===== src/rtl/lec_pkg.sv =====
// Shared types and constants for the line editor core.
// Holds the item and result payload structs, edit plan, causes and character codes.
// No dependencies.
`default_nettype none

package lec_pkg;

	localparam int CFG_IDX_W = 1;

	typedef struct packed {
		logic [7:0] data_byte;
		logic       read_failed;
	} lec_in_t;

	typedef struct packed {
		logic [7:0] out_byte;
		logic       byte_valid;
		logic       last;
		logic [1:0] end_cause;
		logic [6:0] line_length;
	} lec_out_t;

	typedef enum logic [1:0] {
		OP_NONE,
		OP_LF,
		OP_SHL,
		OP_INS
	} lec_op_t;

	typedef struct packed {
		lec_op_t    op;
		logic       skip;
		logic       emit;
		logic [1:0] cause;
	} lec_plan_t;

	localparam logic [1:0] CAUSE_NEWLINE = 2'd0;
	localparam logic [1:0] CAUSE_QUIT    = 2'd1;
	localparam logic [1:0] CAUSE_FULL    = 2'd2;
	localparam logic [1:0] CAUSE_ERROR   = 2'd3;

	localparam logic [CFG_IDX_W-1:0] REG_CAPACITY = 1'd0;
	localparam logic [CFG_IDX_W-1:0] REG_QUIT     = 1'd1;

	localparam logic [6:0] CAPACITY_RESET = 7'd64;
	localparam logic [7:0] QUIT_RESET     = 8'd28;

	localparam logic [7:0] CH_BS    = 8'd8;
	localparam logic [7:0] CH_LF    = 8'd10;
	localparam logic [7:0] CH_CR    = 8'd13;
	localparam logic [7:0] CH_ESC   = 8'd27;
	localparam logic [7:0] CH_DEL   = 8'd127;
	localparam logic [7:0] CH_CSI   = 8'd155;
	localparam logic [7:0] CH_UP    = 8'h41;
	localparam logic [7:0] CH_DOWN  = 8'h42;
	localparam logic [7:0] CH_RIGHT = 8'h43;
	localparam logic [7:0] CH_LEFT  = 8'h44;

endpackage

`default_nettype wire


===== src/rtl/lec_decode.sv =====
// Character decoder for the line editor core.
// Turns one received item and the cursor state into an edit plan and next cursor state.
// Depends on lec_pkg.
`default_nettype none

module lec_decode #(
	parameter int LINE_MAX = 64
) (
	input  var lec_pkg::lec_in_t                 item,
	input  var logic [7:0]                       quit_char,
	input  var logic [6:0]                       line_capacity,
	input  var logic [$clog2(LINE_MAX+1)-1:0]    cur,
	input  var logic [$clog2(LINE_MAX+1)-1:0]    len,
	input  var logic                             esc,
	output lec_pkg::lec_plan_t                   plan,
	output logic [$clog2(LINE_MAX+1)-1:0]        cur_nx,
	output logic [$clog2(LINE_MAX+1)-1:0]        len_nx,
	output logic                                 esc_nx
);

	localparam int PW = $clog2(LINE_MAX + 1);
	localparam logic [PW-1:0] LMAX  = PW'(LINE_MAX);
	localparam logic [6:0]    LMAX7 = 7'(LINE_MAX);

	logic [7:0] z;
	logic [6:0] eff_cap;
	logic       moved;

	assign z = item.data_byte;

	always_comb begin
		if (line_capacity == 7'd0) begin
			eff_cap = 7'd1;
		end else if (line_capacity > LMAX7) begin
			eff_cap = LMAX7;
		end else begin
			eff_cap = line_capacity;
		end
	end

	always_comb begin
		plan.op    = lec_pkg::OP_NONE;
		plan.skip  = 1'b0;
		plan.emit  = 1'b0;
		plan.cause = lec_pkg::CAUSE_FULL;
		cur_nx     = cur;
		len_nx     = len;
		esc_nx     = esc;
		moved      = 1'b0;
		if (item.read_failed) begin
			plan.emit  = 1'b1;
			plan.cause = lec_pkg::CAUSE_ERROR;
			cur_nx     = '0;
			len_nx     = '0;
			esc_nx     = 1'b0;
		end else if (z == quit_char) begin
			plan.emit  = 1'b1;
			plan.cause = lec_pkg::CAUSE_QUIT;
		end else if (z == lec_pkg::CH_LF || z == lec_pkg::CH_CR) begin
			plan.emit  = 1'b1;
			plan.cause = lec_pkg::CAUSE_NEWLINE;
			if (len < LMAX) begin
				plan.op = lec_pkg::OP_LF;
				len_nx  = len + PW'(1);
			end
		end else begin
			if (z == lec_pkg::CH_ESC || z == lec_pkg::CH_CSI) begin
				esc_nx = 1'b1;
			end else if (z == lec_pkg::CH_BS) begin
				if (cur != '0) begin
					plan.op = lec_pkg::OP_SHL;
					cur_nx  = cur - PW'(1);
					len_nx  = len - PW'(1);
				end
			end else if (z == lec_pkg::CH_DEL) begin
				if (cur < len) begin
					plan.op   = lec_pkg::OP_SHL;
					plan.skip = 1'b1;
					len_nx    = len - PW'(1);
				end
			end else begin
				if (esc) begin
					esc_nx = 1'b0;
					if (z == lec_pkg::CH_RIGHT || z == lec_pkg::CH_UP) begin
						moved = 1'b1;
						if (cur < len) begin
							cur_nx = cur + PW'(1);
						end
					end else if (z == lec_pkg::CH_LEFT || z == lec_pkg::CH_DOWN) begin
						moved = 1'b1;
						if (cur != '0) begin
							cur_nx = cur - PW'(1);
						end
					end
				end
				if (!moved && len < LMAX) begin
					plan.op = lec_pkg::OP_INS;
					cur_nx  = cur + PW'(1);
					len_nx  = len + PW'(1);
				end
			end
			if (7'(len_nx) >= eff_cap) begin
				plan.emit  = 1'b1;
				plan.cause = lec_pkg::CAUSE_FULL;
			end
		end
	end

endmodule

`default_nettype wire


===== src/rtl/lec_engine.sv =====
// Line store and edit sequencer for the line editor core.
// Holds the line memory, runs byte moves, inserts and line emission, and the result register.
// Depends on lec_pkg.
`default_nettype none

module lec_engine #(
	parameter int LINE_MAX = 64
) (
	input  var logic                             clk,
	input  var logic                             arst_n,
	input  var logic                             item_acc,
	input  var logic [7:0]                       item_byte,
	input  var lec_pkg::lec_plan_t               plan,
	input  var logic [$clog2(LINE_MAX+1)-1:0]    cur_nx,
	input  var logic [$clog2(LINE_MAX+1)-1:0]    len_nx,
	input  var logic                             esc_nx,
	output logic [$clog2(LINE_MAX+1)-1:0]        cur,
	output logic [$clog2(LINE_MAX+1)-1:0]        len,
	output logic                                 esc,
	output logic                                 busy,
	output logic                                 res_valid,
	input  var logic                             res_stall,
	output lec_pkg::lec_out_t                    res_data
);

	localparam int PW = $clog2(LINE_MAX + 1);
	localparam int AW = $clog2(LINE_MAX);

	typedef enum logic [1:0] {
		ST_IDLE,
		ST_MOVE,
		ST_WR,
		ST_EMIT
	} state_t;

	state_t             state_q;
	logic [PW-1:0]      cur_q;
	logic [PW-1:0]      len_q;
	logic               esc_q;
	lec_pkg::lec_op_t   op_q;
	logic               emit_q;
	logic [1:0]         cause_q;
	logic [PW-1:0]      n_q;
	logic [PW-1:0]      e_q;
	logic [PW-1:0]      src_q;
	logic [PW-1:0]      dst_q;
	logic [PW-1:0]      cnt_q;
	logic               dir_q;
	logic               pend_q;
	logic [AW-1:0]      wa_q;
	logic [7:0]         wd_q;
	logic               rpend_q;
	logic               lastp_q;
	lec_pkg::lec_out_t  out_q;
	logic               out_vld_q;

	logic [7:0]         mem_q [LINE_MAX];
	logic [7:0]         rdata_q;

	logic               out_free;
	logic               move_done;
	logic               issue;
	logic               we;
	logic [AW-1:0]      waddr;
	logic [7:0]         wdata;
	logic [AW-1:0]      raddr;
	logic [PW-1:0]      shl_start;
	logic [PW-1:0]      shl_cnt;
	state_t             post_st;

	assign cur       = cur_q;
	assign len       = len_q;
	assign esc       = esc_q;
	assign busy      = (state_q != ST_IDLE);
	assign res_valid = out_vld_q;
	assign res_data  = out_q;

	assign out_free  = !out_vld_q || !res_stall;
	assign move_done = (cnt_q == '0) && !pend_q;
	assign issue     = (state_q == ST_EMIT) && (n_q != '0) && !rpend_q
			&& (e_q != n_q) && out_free;
	assign shl_start = cur_q + PW'(plan.skip);
	assign shl_cnt   = (shl_start < len_q) ? (len_q - shl_start) : '0;
	assign post_st   = emit_q ? ST_EMIT : ST_IDLE;

	assign we    = ((state_q == ST_MOVE) && pend_q) || (state_q == ST_WR);
	assign waddr = (state_q == ST_WR) ? wa_q : dst_q[AW-1:0];
	assign wdata = (state_q == ST_WR) ? wd_q : rdata_q;
	assign raddr = (state_q == ST_EMIT) ? e_q[AW-1:0] : src_q[AW-1:0];

	always_ff @(posedge clk) begin
		if (we) begin
			mem_q[waddr] <= wdata;
		end
		rdata_q <= mem_q[raddr];
	end

	always_ff @(posedge clk or negedge arst_n) begin
		if (!arst_n) begin
			state_q   <= ST_IDLE;
			cur_q     <= '0;
			len_q     <= '0;
			esc_q     <= 1'b0;
			op_q      <= lec_pkg::OP_NONE;
			emit_q    <= 1'b0;
			cause_q   <= lec_pkg::CAUSE_NEWLINE;
			n_q       <= '0;
			e_q       <= '0;
			src_q     <= '0;
			dst_q     <= '0;
			cnt_q     <= '0;
			dir_q     <= 1'b0;
			pend_q    <= 1'b0;
			wa_q      <= '0;
			wd_q      <= '0;
			rpend_q   <= 1'b0;
			lastp_q   <= 1'b0;
			out_q     <= '0;
			out_vld_q <= 1'b0;
		end else begin
			if (out_vld_q && !res_stall) begin
				out_vld_q <= 1'b0;
			end
			case (state_q)
				ST_IDLE: begin
					if (item_acc) begin
						op_q    <= plan.op;
						emit_q  <= plan.emit;
						cause_q <= plan.cause;
						n_q     <= len_nx;
						e_q     <= '0;
						rpend_q <= 1'b0;
						pend_q  <= 1'b0;
						wa_q    <= cur_q[AW-1:0];
						wd_q    <= item_byte;
						if (plan.emit) begin
							cur_q <= '0;
							len_q <= '0;
							esc_q <= 1'b0;
						end else begin
							cur_q <= cur_nx;
							len_q <= len_nx;
							esc_q <= esc_nx;
						end
						case (plan.op)
							lec_pkg::OP_LF: begin
								wa_q    <= len_q[AW-1:0];
								wd_q    <= lec_pkg::CH_LF;
								state_q <= ST_WR;
							end
							lec_pkg::OP_SHL: begin
								src_q   <= shl_start;
								dir_q   <= 1'b0;
								cnt_q   <= shl_cnt;
								state_q <= ST_MOVE;
							end
							lec_pkg::OP_INS: begin
								src_q   <= len_q - PW'(1);
								dir_q   <= 1'b1;
								cnt_q   <= len_q - cur_q;
								state_q <= ST_MOVE;
							end
							default: begin
								state_q <= plan.emit ? ST_EMIT : ST_IDLE;
							end
						endcase
					end
				end
				ST_MOVE: begin
					if (cnt_q != '0) begin
						dst_q  <= dir_q ? (src_q + PW'(1)) : (src_q - PW'(1));
						src_q  <= dir_q ? (src_q - PW'(1)) : (src_q + PW'(1));
						cnt_q  <= cnt_q - PW'(1);
						pend_q <= 1'b1;
					end else begin
						pend_q <= 1'b0;
					end
					if (move_done) begin
						state_q <= (op_q == lec_pkg::OP_INS) ? ST_WR : post_st;
					end
				end
				ST_WR: begin
					state_q <= post_st;
				end
				ST_EMIT: begin
					if (n_q == '0) begin
						if (out_free) begin
							out_q.out_byte    <= '0;
							out_q.byte_valid  <= 1'b0;
							out_q.last        <= 1'b1;
							out_q.end_cause   <= cause_q;
							out_q.line_length <= '0;
							out_vld_q         <= 1'b1;
							state_q           <= ST_IDLE;
						end
					end else if (rpend_q) begin
						out_q.out_byte    <= rdata_q;
						out_q.byte_valid  <= 1'b1;
						out_q.last        <= lastp_q;
						out_q.end_cause   <= cause_q;
						out_q.line_length <= 7'(n_q);
						out_vld_q         <= 1'b1;
						rpend_q           <= 1'b0;
						if (lastp_q) begin
							state_q <= ST_IDLE;
						end
					end else if (issue) begin
						e_q     <= e_q + PW'(1);
						lastp_q <= ((e_q + PW'(1)) == n_q);
						rpend_q <= 1'b1;
					end
				end
				default: begin
					state_q <= ST_IDLE;
				end
			endcase
		end
	end

endmodule

`default_nettype wire


===== src/rtl/line_editor_with_cursor_core.sv =====
// Line editor with cursor: top level with configuration registers and channel ports.
// Items are taken only while the engine is idle; a shift moves the line's bytes one by one,
// an insert or line feed then writes one byte, and a line end emits the bytes in order as results.
// The input is stalled during any move, write or emission; a line end holds it until its last
// result is out, result stalls included (an empty line gives one result with no byte).
// Reset: cursor, length and escape clear, capacity 64, quit character 28; memory not cleared.
`default_nettype none

module line_editor_with_cursor_core #(
	parameter int LINE_MAX = 64
) (
	input  var logic                                clk,
	input  var logic                                arst_n,
	input  var logic                                item_valid,
	output logic                                    item_stall,
	input  var lec_pkg::lec_in_t                    item_data,
	output logic                                    res_valid,
	input  var logic                                res_stall,
	output lec_pkg::lec_out_t                       res_data,
	input  var logic                                cfg_valid,
	output logic                                    cfg_ready,
	input  var logic [lec_pkg::CFG_IDX_W-1:0]       cfg_index,
	input  var logic [7:0]                          cfg_data
);

	localparam int PW = $clog2(LINE_MAX + 1);

	logic [6:0]          capacity_q;
	logic [7:0]          quit_q;
	logic                busy;
	logic                item_acc;
	lec_pkg::lec_plan_t  plan;
	logic [PW-1:0]       cur;
	logic [PW-1:0]       len;
	logic                esc;
	logic [PW-1:0]       cur_nx;
	logic [PW-1:0]       len_nx;
	logic                esc_nx;

	assign cfg_ready  = 1'b1;
	assign item_stall = busy;
	assign item_acc   = item_valid && !busy;

	always_ff @(posedge clk or negedge arst_n) begin
		if (!arst_n) begin
			capacity_q <= lec_pkg::CAPACITY_RESET;
			quit_q     <= lec_pkg::QUIT_RESET;
		end else if (cfg_valid && cfg_ready) begin
			case (cfg_index)
				lec_pkg::REG_CAPACITY: capacity_q <= cfg_data[6:0];
				lec_pkg::REG_QUIT:     quit_q     <= cfg_data;
				default: begin
				end
			endcase
		end
	end

	lec_decode #(
		.LINE_MAX (LINE_MAX)
	) u_decode (
		.item          (item_data),
		.quit_char     (quit_q),
		.line_capacity (capacity_q),
		.cur           (cur),
		.len           (len),
		.esc           (esc),
		.plan          (plan),
		.cur_nx        (cur_nx),
		.len_nx        (len_nx),
		.esc_nx        (esc_nx)
	);

	lec_engine #(
		.LINE_MAX (LINE_MAX)
	) u_engine (
		.clk       (clk),
		.arst_n    (arst_n),
		.item_acc  (item_acc),
		.item_byte (item_data.data_byte),
		.plan      (plan),
		.cur_nx    (cur_nx),
		.len_nx    (len_nx),
		.esc_nx    (esc_nx),
		.cur       (cur),
		.len       (len),
		.esc       (esc),
		.busy      (busy),
		.res_valid (res_valid),
		.res_stall (res_stall),
		.res_data  (res_data)
	);

endmodule

`default_nettype wire

===== config.mk =====
export PLATFORM = sky130hd
export DESIGN_NAME = line_editor_with_cursor_core
export DESIGN_NICKNAME = d
export VERILOG_FILES = /design/src/rtl/lec_pkg.sv /design/src/rtl/lec_decode.sv /design/src/rtl/lec_engine.sv /design/src/rtl/line_editor_with_cursor_core.sv
export SDC_FILE = /design/constraint.sdc
export NUM_CORES = 1
export LEC_CHECK = 0
export BUFFER_PORTS_ARGS = -buffer_cell sky130_fd_sc_hd__buf_2
export CAP_MARGIN = 20
export CORE_ASPECT_RATIO = 0.75
export CORE_MARGIN = 1.5
export CORE_UTILIZATION = 60
export CTS_CLUSTER_DIAMETER = 100
export DETAILED_ROUTE_END_ITERATION = 8
export PLACE_DENSITY = 0.86
export SYNTH_ARGS = -nofsm -noshare
export SYNTH_HDL_FRONTEND = slang
export SYNTH_HIERARCHICAL = 1
export SYNTH_SLANG_ARGS = --single-unit

===== constraint.sdc =====
create_clock -name clk -period 5.1 [get_ports clk]
set_input_delay 1.02 -clock clk [delete_from_list [all_inputs] [get_ports clk]]
set_output_delay 1.02 -clock clk [all_outputs]
set_load 0.02 [all_outputs]

==> impl_metrics.ini, run 1 <==
[yosys]
synth_top_area_share_pct = 53.3
synth_cell_types = 101
synthTopCellsByCount = edfxtp_1 (512), nand2_1 (303), nor2_1 (142), mux4_2 (128), dfrtp_1 (104)
avgSynthCellArea_um2 = 14.0
synth_fp_nets = 2122
async_flop_share_pct = 17.2
synth_edf_count = 512
ys_seq_area_share_pct = 63.3
syn-instance-count = 2061
yosysTopAreaCell = edfxtp_1
netlist_area_um2 = 28800
ys_seq_elements = 628
yosys_warnings = 6
yosys-top-cells-area = edfxtp_1 (53%), mux4_2 (10%), dfrtp_1 (9.0%)
synth-main-ff-cell = edfxtp_1
synth.most_common_cell = edfxtp_1

[power_and_ir_drop]
power-per-cell-area_nw_per_um2 = 615
switching_share_pct = 38.2
p_int_mw = 12.1
power_mw = 19.7
p_leak_nw = 11.3
combPwrFrac_pct = 40.4
power_frac_clock_pct = 22.6
vdd_ir_drop_max_uv = 396
p_switching_mw = 7.52
seq_power_share_pct = 37.0

[sta]
fmaxAchievable_ghz = 0.221
slew_violations = 0
slew-limit-headroom_pct = 25.6
min_period_ps = 4530
finalSetupViolCount = 0
setup-tns-final_ps = 0
timing.final.crit_share_pct = 88.9
worst_pin_slew_ps = 1110
final.setup_skew_ps = 38.1
rsz0062_at_grt = no
finalHoldViolCount = 0

[clock_tree]
cts.sinks = 628
hold_buffers = 0
cts_root_buf = clkbuf_16
cts_buffer_depth = 3
cts_resized = 0
clkSlewWorstSetupHoldPaths_ps = 70
htreeDepth = 2
numCtsBuffers = 58
clk_latency_ps = 650
cts_setup_buffers = 0
tritoncts = yes

[grt]
grt_pass1_wl_um = 121000
grt_use_total_pct = 33.1
grt_pass1_vias = 19061
grt_max_degree = 65
grt_overflow = 0
antenna_found_initial = 1

[flow_run]
maxCapViolCount = 0

[routing]
ant_nets = 0
drtIter0Drc = 2909
dr.pass1.iters = 6
vias = 19387
post_drt_wl_per_cell_um = 28.8
drc_errors = 0
routed_via_density = 6.90
wl_um = 81000

[worst_setup_path]
critPathMaxFanout = 7
setup.worst_path.start_class = flip-flop
critPathArrivalTime_ps = 5030
required_ps = 5590
r2r_cells = 16
worstSetupEndpointType = flip-flop
path_class = reg2reg

[floorplanning]
rows = 69
ios = 45
die_w_um = 256
dieArea_um2 = 49400
die_h_um = 193
core-area_um2 = 47400
initial_core_util_pct = 60.9

[place]
io_buffers = 43
hpwl_um = 53000
routabilityCongestion = 0.969

[worst_hold_path]
min_path_type = in2async

[final_layout]
syn2layout_area_growth_pct = 11.0
layout-drive-gt1-share_pct = 19.2
fin_nets = 2185

[status]
status = finished clean
[per-layer routing]
metal  GRT usage, %  share of wire (%)  up-vias
met1           47.9                 39     9775
li1               -                  -     8009
met5              0                  0        -
met3           9.23                 14      196
met2           49.6                 45     1407
met4           9.81                2.7        0
[flip-flops by register name, summed over array words and instances, names as in the netlist, 7 cells and up]
name and cells:
u_engine/e_q 7, u_engine/cnt_q 7, capacity_q 7, u_engine/cur 7, u_engine/mem_q 512, u_engine/wd_q 8
quit_q 8, u_engine/n_q 7, u_engine/len 7, u_engine/rdata_q 8, u_engine/res_data 19
[cell type report]
class,count,area (um2)
clock inverter,30,362
multi-input combinational,1278,9970
antenna,1,2.50
timing repair buffer,112,856
tap,639,800
fill,3085,15400
clock buffer,77,1590
inverter,46,173
sequential,628,18200
[layout by cell type, fill, tap and decap left out, drive strengths merged, types with 8 or more instances in the layout]
master and count:
a211oi 14, a21o 18, a21oi 70, a22o 9, a31oi 12, and2 11, and3 9, buf 112
clkbuf 77, clkinv 17, dfrtp 104, dfxtp 8, edfxtp 512, ha 36, inv 51, mux2 28
mux2i 10, mux4 128, nand2 307, nand2b 20, nand3 40, nand3b 14, nand4 45, nor2 145
nor2b 14, nor3 26, nor3b 8, nor4 8, o211ai 12, o21ai 93, o22ai 23, o31ai 13
or3 14, xnor2 38, xor2 19
[stage by stage]
stage               setup WS, ps  util, %  instance area (um2)  hold slack [ps]  cells
floorplan                    803        -                28800              446   2061
global placement             440     63.1                29900              459   2696
detailed placement           209     63.1                29900              473   2696
CTS                          689     67.2                31900              482   2803
global route                 384     67.5                32000              511   2810
finish                       567     67.5                32000              479   2811
[power by group through the flow]
stage | combinational [mW] | clock, mW | sequential, mW
global route | 8.35 | 4.67 | 7.31
CTS | 7.55 | 4.47 | 7.29
floorplan | 4.87 | 0 | 7.26
global placement | 7.19 | 0 | 7.33
detailed placement | 7.42 | 0 | 7.38
finish | 7.95 | 4.44 | 7.27
[critical path, stage by stage, from the launching register on]
cell       delay [ps]
dfrtp_1           480
ha_1              380
a21o_1            220
a21oi_1           260
o211ai_2          240
nor3_1            290
ha_1              240
ha_1              250
inv_1             100
ha_1              250
nor2b_1           150
o22ai_1           240
nand3_1           150
a2111oi_0         640
o31ai_2           160
nand3_1           210
o311ai_1          130
[cell families after synthesis]
family / count (synthesis) / share of synthesized area [%]
other: 1 / 0.0130
buffers and inverters: 155 / 2.43
AOI/OAI and AO/OA: 327 / 7.64
DFF: 628 / 63.3
adders and majority gates: 39 / 1.74
and+or+nand+nor: 687 / 11.5
muxes: 166 / 11.6
xor gates and xnor gates: 58 / 1.84
[final timing paths]
check	to	slack, ps	start
max	u_engine/cnt_q[6]	570	u_engine/cur[5]
max in group asynchronous	u_engine/e_q[6]	3440	arst_n
min in group clk	u_engine/res_data[10]	480	u_engine/res_data[10]
max reg2reg	u_engine/cnt_q[6]	570	u_engine/cur[5]
min reg2reg	u_engine/res_data[10]	480	u_engine/res_data[10]
min	capacity_q[0]	480	arst_n
No activity file was read; power rests on OpenSTA's default activity.
==> run 2, diff against run 1 <==
--- a/config.mk
+++ b/config.mk
@@ -10,6 +10,7 @@
 export CORE_ASPECT_RATIO = 0.75
 export CORE_MARGIN = 1.5
 export CORE_UTILIZATION = 60
+export CTS_BUF_LIST = sky130_fd_sc_hd__clkbuf_4
 export CTS_CLUSTER_DIAMETER = 100
 export DETAILED_ROUTE_END_ITERATION = 8
 export PLACE_DENSITY = 0.86
==> impl_metrics.ini, run 2 (same netlist as run 1, synthesis figures left out) <==
[status]
status = finished clean

[grt]
grt_pass1_vias = 19370
globalRouteMet2Util_pct = 46.8
grtUsageMet1_pct = 47.3
met3_usage_pct = 11.1
grt_use_total_pct = 32.6
antenna_found_initial = 4
grt_pass1_wl_um = 119000
grt-busiest-layer = met1
grt_max_degree = 65
grt_overflow = 0

[power_and_ir_drop]
switching_share_pct = 38.8
p_int_mw = 11.7
seq_power_share_pct = 37.9
vdd_ir_drop_max_uv = 387
power_frac_clock_pct = 21.2
p_switching_mw = 7.44
combPwrFrac_pct = 40.9
power-per-cell-area_nw_per_um2 = 600
p_leak_nw = 11.5

[sta]
finalHoldViolCount = 0
slew-limit-headroom_pct = 29.7
setup-tns-final_ps = 0
finalSetupViolCount = 0
min_period_ps = 4570
final.setup_skew_ps = 58.6
slew_violations = 0
timing.final.crit_share_pct = 89.6
worst_pin_slew_ps = 1050
rsz0062_at_grt = no
fmaxAchievable_ghz = 0.219

[floorplanning]
initial_core_util_pct = 60.9
die_h_um = 193
core-area_um2 = 47400
ios = 45
rows = 69
dieArea_um2 = 49400
die_w_um = 256

[routing]
vias = 19595
routed_via_density = 6.62
ant_nets = 0
drc_errors = 0
drtIter0Drc = 2790
post_drt_wl_per_cell_um = 26.5
dr.pass1.iters = 6
wl_um = 78600

[worst_setup_path]
r2r_start = u_engine/cur[5]
critPathArrivalTime_ps = 5290
required_ps = 5820
setup.worst_path.start_class = flip-flop
critPathMaxFanout = 7
r2r_cells = 16
worstSetupEndpointType = flip-flop
r2r_slack_ps = 530
path_class = reg2reg
r2r-end = u_engine/cnt_q[6]

[clock_tree]
htreeDepth = 4
clk_latency_ps = 900
cts_resized = 0
clkSlewWorstSetupHoldPaths_ps = 70
cts_root_buf = clkbuf_4
hold_buffers = 0
cts_buffer_depth = 3
cts.sinks = 628
tritoncts = yes
numCtsBuffers = 147
cts_setup_buffers = 0

[place]
hpwl_um = 53000
place_area_um2 = 29900
io_buffers = 43
routabilityCongestion = 0.969

[final_layout]
final-seq-area_um2 = 18200
final_common_cell = edfxtp_1
final_cell_mix = edfxtp_1 (512), nand2_1 (295), clkbuf_4 (216)
final_area_um2 = 31900
syn2layout_area_growth_pct = 10.7
top_register = u_engine/mem_q
nFillCells = 3132
largest_reg_flops = 512
multi_input_area_um2 = 9970
layout-drive-gt1-share_pct = 24.3
fin_nets = 2274

[worst_hold_path]
min_path_type = in2async

[flow_run]
maxCapViolCount = 0
run 2: cell count changes in the layout (fill, tap and decap cells not counted), sizes merged:
cell / change
clkbuf: +139
clkinv: +11
bufinv: -3
diode: +2
clkinvlp: +1
inv: -1
run 2: final cells by class:
class | instances | area share [%]
sequential | 628 | 57.1
multi-input combinational | 1278 | 31.2
clock buffer | 216 | 5.08
timing repair buffer | 112 | 2.68
tap | 639 | 2.50
clock inverter | 38 | 0.788
inverter | 46 | 0.541
antenna | 3 | 0.0235
run 2: per-stage QoR:
stage,cells,setup WS [ps],utilization [%],power (mW),hold WS (ps)
final,2960,532,67.4,19.2,209
after global routing,2958,363,67.3,20.0,200
after CTS,2950,691,67.1,18.8,173
after detailed placement,2696,209,63.1,14.8,473
after global placement,2696,440,63.1,14.5,459
after floorplan,2061,803,-,12.1,446
run 2: critical path, cell delays in order (launching register included):
cell and delay [ps]:
dfrtp_1 490, ha_1 390, a21o_1 220, a21oi_1 260, o211ai_2 250, nor3_1 290, ha_1 260, ha_1 260
inv_1 90, ha_1 250, nor2b_1 150, o22ai_1 260, nand3_1 160, a2111oi_0 630, o31ai_2 160, nand3_1 200
o311ai_1 130
run 2: how the worst max path moves through the flow:
stage,start,end,depth (start not counted)
after CTS,u_engine/len[5],u_engine/cnt_q[6],17
after floorplan,item_data[2],u_engine/cnt_q[6],17
final,u_engine/cur[5],u_engine/cnt_q[6],16
after detailed placement,item_data[2],u_engine/cnt_q[6],17
after global routing,u_engine/len[5],u_engine/cnt_q[6],17
after global placement,item_data[2],u_engine/cnt_q[6],17
run 2: power groups by stage:
| stage | clock network, mW | logic [mW] | registers [mW] |
|---|---|---|---|
| after global routing | 4.39 | 8.26 | 7.30 |
| after global placement | 0 | 7.19 | 7.33 |
| after detailed placement | 0 | 7.42 | 7.38 |
| after floorplan | 0 | 4.87 | 7.26 |
| final | 4.05 | 7.85 | 7.26 |
| after CTS | 4.11 | 7.45 | 7.28 |
run 2: metal layers:
metal / wire, um / vias to the layer above / part of all wire (%)
met1: 31100 / 9714 / 40
met5: 13 / - / 0.017
li1: - / 8279 / -
met3: 11300 / 199 / 14
met2: 34200 / 1401 / 44
met4: 1930 / 2 / 2.5
